`src/design/obb_pkg.sv`:
```
package obb_pkg;

    localparam int FRAC_BITS = 16;
    localparam int NUM_ITEMS = 11;

    typedef enum logic {
        KIND_CORNER = 1'b0,
        KIND_AXIS   = 1'b1
    } item_kind_t;

    typedef enum logic [2:0] {
        AXIS_RIGHT = 3'd0,
        AXIS_UP    = 3'd1,
        AXIS_FRONT = 3'd2
    } axis_idx_t;

    typedef enum logic [1:0] {
        REG_HALF_WIDTH  = 2'd0,
        REG_HALF_HEIGHT = 2'd1,
        REG_HALF_DEPTH  = 2'd2
    } reg_idx_t;

    typedef struct packed {
        logic signed [31:0] mat_r0_c0;
        logic signed [31:0] mat_r0_c1;
        logic signed [31:0] mat_r0_c2;
        logic signed [31:0] mat_r1_c0;
        logic signed [31:0] mat_r1_c1;
        logic signed [31:0] mat_r1_c2;
        logic signed [31:0] mat_r2_c0;
        logic signed [31:0] mat_r2_c1;
        logic signed [31:0] mat_r2_c2;
        logic signed [31:0] trans_x;
        logic signed [31:0] trans_y;
        logic signed [31:0] trans_z;
    } in_item_t;

    typedef struct packed {
        logic               item_kind;
        logic [2:0]         item_index;
        logic signed [31:0] out_x;
        logic signed [31:0] out_y;
        logic signed [31:0] out_z;
        logic               overflow;
        logic               last;
    } out_item_t;

    // Corner sign table: bit 2 x, bit 1 y, bit 0 z; a set bit means positive.
    function automatic logic [2:0] corner_signs(input logic [2:0] c);
        logic [2:0] s;
        case (c)
            3'd0: s = 3'b000;
            3'd1: s = 3'b001;
            3'd2: s = 3'b101;
            3'd3: s = 3'b100;
            3'd4: s = 3'b010;
            3'd5: s = 3'b011;
            3'd6: s = 3'b111;
            3'd7: s = 3'b110;
            default: s = 3'b000;
        endcase
        return s;
    endfunction

endpackage

```
`src/design/obb_front.sv`:
```
// Input stage: accepts a transaction into a two-entry queue.
module obb_front
    import obb_pkg::*;
(
    input  logic     clk,
    input  logic     rst_n,
    input  logic     in_valid,
    output logic     in_ready,
    input  in_item_t in_data,
    output logic     q_valid,
    input  logic     q_pop,
    output in_item_t q_data
);
    in_item_t   mem_reg [2];
    logic       wr_ptr_reg, rd_ptr_reg;
    logic [1:0] cnt_reg;
    logic       push;

    assign in_ready = (cnt_reg != 2'd2);
    assign push     = in_valid && in_ready;
    assign q_valid  = (cnt_reg != 2'd0);
    assign q_data   = mem_reg[rd_ptr_reg];

    // Queue storage.
    always_ff @(posedge clk)
    begin
        if (push)
        begin
            mem_reg[wr_ptr_reg] <= in_data;
        end
    end

    // Queue pointers and fill count.
    always_ff @(posedge clk or negedge rst_n)
    begin
        if (!rst_n)
        begin
            wr_ptr_reg <= 1'b0;
            rd_ptr_reg <= 1'b0;
            cnt_reg    <= 2'd0;
        end
        else
        begin
            if (push)
            begin
                wr_ptr_reg <= ~wr_ptr_reg;
            end
            if (q_pop)
            begin
                rd_ptr_reg <= ~rd_ptr_reg;
            end
            cnt_reg <= cnt_reg + {1'b0, push} - {1'b0, q_pop};
        end
    end
endmodule

```
`config.mk`:
```
export PLATFORM = sky130hd
export DESIGN_NAME = obb_front
export DESIGN_NICKNAME = d
export VERILOG_FILES = /design/src/design/obb_pkg.sv /design/src/design/obb_front.sv
export SDC_FILE = /design/constraint.sdc
export NUM_CORES = 1
export LEC_CHECK = 0
export ABC_AREA = 1
export BUFFER_PORTS_ARGS = -buffer_cell sky130_fd_sc_hd__buf_2
export CORE_AREA = 2 2 297 299
export CTS_CLUSTER_DIAMETER = 80
export DETAILED_ROUTE_END_ITERATION = 8
export DIE_AREA = 0 0 299 301
export PLACE_DENSITY = 0.54
export SLEW_MARGIN = 20
export SYNTH_ARGS = -nofsm -noshare
export SYNTH_HDL_FRONTEND = slang
export SYNTH_SLANG_ARGS = --single-unit
```
`constraint.sdc`:
```
create_clock -name clk -period 23.4 [get_ports clk]
set_clock_uncertainty 0.1 [all_clocks]
set_input_delay 2.34 -clock clk [delete_from_list [all_inputs] [get_ports clk]]
set_output_delay 2.34 -clock clk [all_outputs]
set_load 0.01 [all_outputs]
```
# [Yosys cells after proc, flatten, opt, wreduce, memory -nomap -nowiden]
# Memory sizes are Yosys's and may differ from the RTL's.
# Index checks and enable logic that the tools add are counted.
[word_totals] ff_bits=4 ram_bits=768 input_bits=388 word_cells=13 mem_count=1 output_inout_bits=386
[classes] add_sub_neg=2 bitwise_logic=2 reduce_logical=2 n_eq_ne=1 mux=2
[mem_list] memory="mem_reg" words=2 width=384 read_ports=1 rd_ports_with_merged_regs=0 write_ports=1 line="obb_front.sv:14" text="in_item_t mem_reg [2];"
[ops] operator="$add 2x1->2" count=1
[ops] operator="$mux 1" count=2
[ops] operator="$ne 2x2->1 const B" count=1
[ops] operator="$not 1->1" count=2
[ops] operator="$reduce_bool 2->1" count=1
[ops] operator="$sub 2x1->2" count=1
[ops] operator="$logic_and 1x1->1" count=1

# [Longest topological paths before layout]
[depth] depth_word=4 depth_mapped=12

# [Worst setup path after synthesis]
# No wires, ideal clock.
[synth_path] kind="input to register" start="input port in_valid" end="memory mem_reg[1][0] in the netlist's numbering (enable)" setup_ns=1.140 path_stages=2 path_slack_ns=3.802 t_required_ns=22.160 arrival_ns=18.358 cell_sequence="nand2_1 > nor2_1"
[synth_via] elab_chain_len=3
[synth_rtl] element="start: declaration" line="obb_front.sv:7" text="input logic in_valid,"
[synth_rtl] element="$logic_and 1x1->1" line="obb_front.sv:20" text="assign push = in_valid && in_ready;"
[synth_rtl] element="$mux 1" line="obb_front.sv:27" text="if (push)"
[synth_rtl] element="$mux 1 (implied by the code)" line="obb_front.sv:29" text="mem_reg[wr_ptr_reg] <= in_data;"
[synth_rtl] element="end: declaration" line="obb_front.sv:14"
# Every way passes these cells.

==> metrics.md <==
| Metric | Value |
|---|---|
| Worst-path clk slew | `0.06 ns` |
| Multi-input gate area | `0.00454 mm2` |
| Fmax | `138 MHz` |
| Max FFs per register | `768` |
| Maximum number of pins on one net before global-route repair | `80` |
| Synth Warn # | `0` |
| Fin Hold WS | `0.409 ns` |
| Initial Util | `32.6%` |
| P_leak | `13.4 nW` |
| Post-DP HPWL | `47800 um` |
| Root Buffer | `clkbuf_16` |
| Commonest non-fill, non-tap cell in the layout | `buf_2` |
| Final-report hold violation count | `0` |
| Vias in the first global route | `15.6k` |
| Main area contributors after synthesis | `edfxtp_1 (82%), mux2_2 (14%), buf_6 (1.6%)` |
| Share of layout cells above drive strength 1 | `61.0%` |
| P&R area growth vs syn | `27.6%` |
| Post-place setup slack | `16.45 ns` |
| Drt wl/cell | `20.8 um` |
| Register area | `0.0232 mm2` |
| Max Cap Viol | `0` |
| TritonCTS clock tree | `done` |
| Setup crit start kind | `flip-flop` |
| Slew margin rel. | `27.1%` |
| Avg Inst Size Synth | `23.1 um2` |
| Hold_buf cts | `0` |
| FILL cells | `7870` |
| Synth top area share | `81.9%` |
| Initial antenna violation count | `25` |
| I/O Buffers | `773` |
| Unrepaired setup endpoints after global routing | `no` |
| Period utilisation layout | `30.9%` |
| Setup Buffers After CTS | `0` |
| Run status | `complete, no violations` |
| RePlAce Congestion | `0.855` |
| Most frequent cells in the layout | `buf_2 (773), edfxtp_1 (768), mux2_2 (352), clkbuf_16 (84), mux2_4 (30)` |
| Synthesized area | `0.0282 mm2` |
| Setup TNS | `0 ns` |
| Setup WS post-layout | `16.17 ns` |
| Worst Setup End Kind | `primary output` |
| Clock Path Buffers | `3` |
| Row count | `108` |
| Critical Path Fanout Max | `65` |
| Die height | `301 um` |
| CTS H-tree depth | `3` |
| Critical-path top delay cell | `dfrtp_4` |
| I/O pin cnt | `774` |
| #FFs+latches synth | `772` |
| Clock sinks | `772` |
| DRT antenna net count | `0` |
| CP max stage delay | `1.10 ns` |
| Layout Nets | `2443` |
| Crit path kind | `reg2out` |
| Core Region | `0.0865 mm2` |
| Die X | `299 um` |
| First-pass GRT wire length | `97100 um` |
| Final min period | `7.23 ns` |
| Cell Pwr Density | `128 mW/mm2` |
| CTS resizes | `0` |
| Yosys cell types | `15` |
| Critical path arrival | `4.79 ns` |
| Post-Syn Nets | `1611` |
| Delay-heaviest family, CP | `buffers and inverters` |
| First-pass DRT Iterations | `6` |
| GRT overflow | `0` |
| Hold crit path type | `reg2reg` |
| Placed instance count | `3123` |
| Slew Viols, Final | `0` |
| Worst-Margin Slew | `1.09 ns` |
| Worst-path cell chain | `buf_4 > buf_4 > buf_4 > mux2_2 > buf_2` |
| CTS buffer count | `83` |
| Final std cells w/o fill | `3292` |
| DRC violations left | `0` |
| Die Footprint | `0.0900 mm2` |
| Routed vias | `14.6k` |
| Required time of the critical path | `20.96 ns` |
| DR iter-0 viols | `789` |
| Post-Syn Instances | `1222` |
| Top cell by count, worst path | `buf_4` |
| DR vias/cell | `4.43` |
| Seq/Total Area, Yosys | `82.2%` |
| Drt total wl | `68400 um` |
| All-Layer GR Usage | `14.4%` |
| Post-synth top area cell | `edfxtp_1` |
| Final setup violation count | `0` |
| Clk Latency, worst-skew pair | `0.62 ns` |
| CP Buf/Inv Count | `4` |
| Maximum vdd drop | `0.0741 mV` |
## layout make-up
cell class | instances | share of cell area, %
Multi-Input combinational cell | 402 | 12.6
Inverter | 5 | 0.0522
Antenna cell | 17 | 0.118
Clock inverter | 48 | 1.49
Tap cell | 1155 | 4.02
Timing Repair Buffer | 790 | 11.2
Sequential cell | 772 | 64.5
Clock buffer | 103 | 6.05
## through the flow
step / utilization [%] / cell area, um2 / power, mW
final: 41.6 / 35900 / 4.58
after global routing: 41.5 / 35900 / 4.79
after CTS: 41.5 / 35900 / 4.65
after detailed placement: 38.3 / 33200 / 3.33
after global placement: 38.3 / 33200 / 3.32
after floorplan: - / 28200 / 3.04
## synthesized netlist by cell type (all sizes together)
cell / number
edfxtp: 768
mux2: 384
buf: 43
nand2: 10
inv: 5
dfrtp: 4
nor2: 3
a21oi: 1
ha: 1
nand3: 1
nand3b: 1
xor2: 1
## worst paths after layout
kind / startpoint / end / slack, ns / cells after the start
setup reg to reg: cnt_reg[0] / mem_reg[0][269] / 18.72 / 7
hold reg to reg: cnt_reg[0] / cnt_reg[0] / 0.41 / 1
min in group asynchronous: rst_n / cnt_reg[1] / 1.41 / 1
hold / removal: cnt_reg[0] / cnt_reg[0] / 0.41 / 1
max in group asynchronous: rst_n / rd_ptr_reg / 21.63 / 1
setup / recovery: rd_ptr_reg / q_data[133] / 16.17 / 5
## power by group
| part | total (mW) | switching [mW] | internal, mW |
|---|---|---|---|
| sequential | 1.98 | 0.0878 | 1.89 |
| clock | 1.30 | 0.535 | 0.765 |
| combinational | 1.31 | 0.742 | 0.565 |
## layer usage
metal  vias to the layer above  global-route usage (%)  wire length (um)
li1                       6586                       -                 -
met1                      7265                    15.3             24500
met2                       565                    25.6             36100
met3                       150                    4.70              5160
met4                        12                    7.24              2570
met5                         -                       0                85
## cells by family after synthesis
group,after synthesis,synth area share (%)
flops,772,82.2
buf+inv,48,1.72
mux,384,15.7
compound gates,1,0.0177
fa+ha+maj,1,0.0444
xor+xnor,1,0.0311
simple gates,15,0.218
Power figures use the tool's default switching activity.
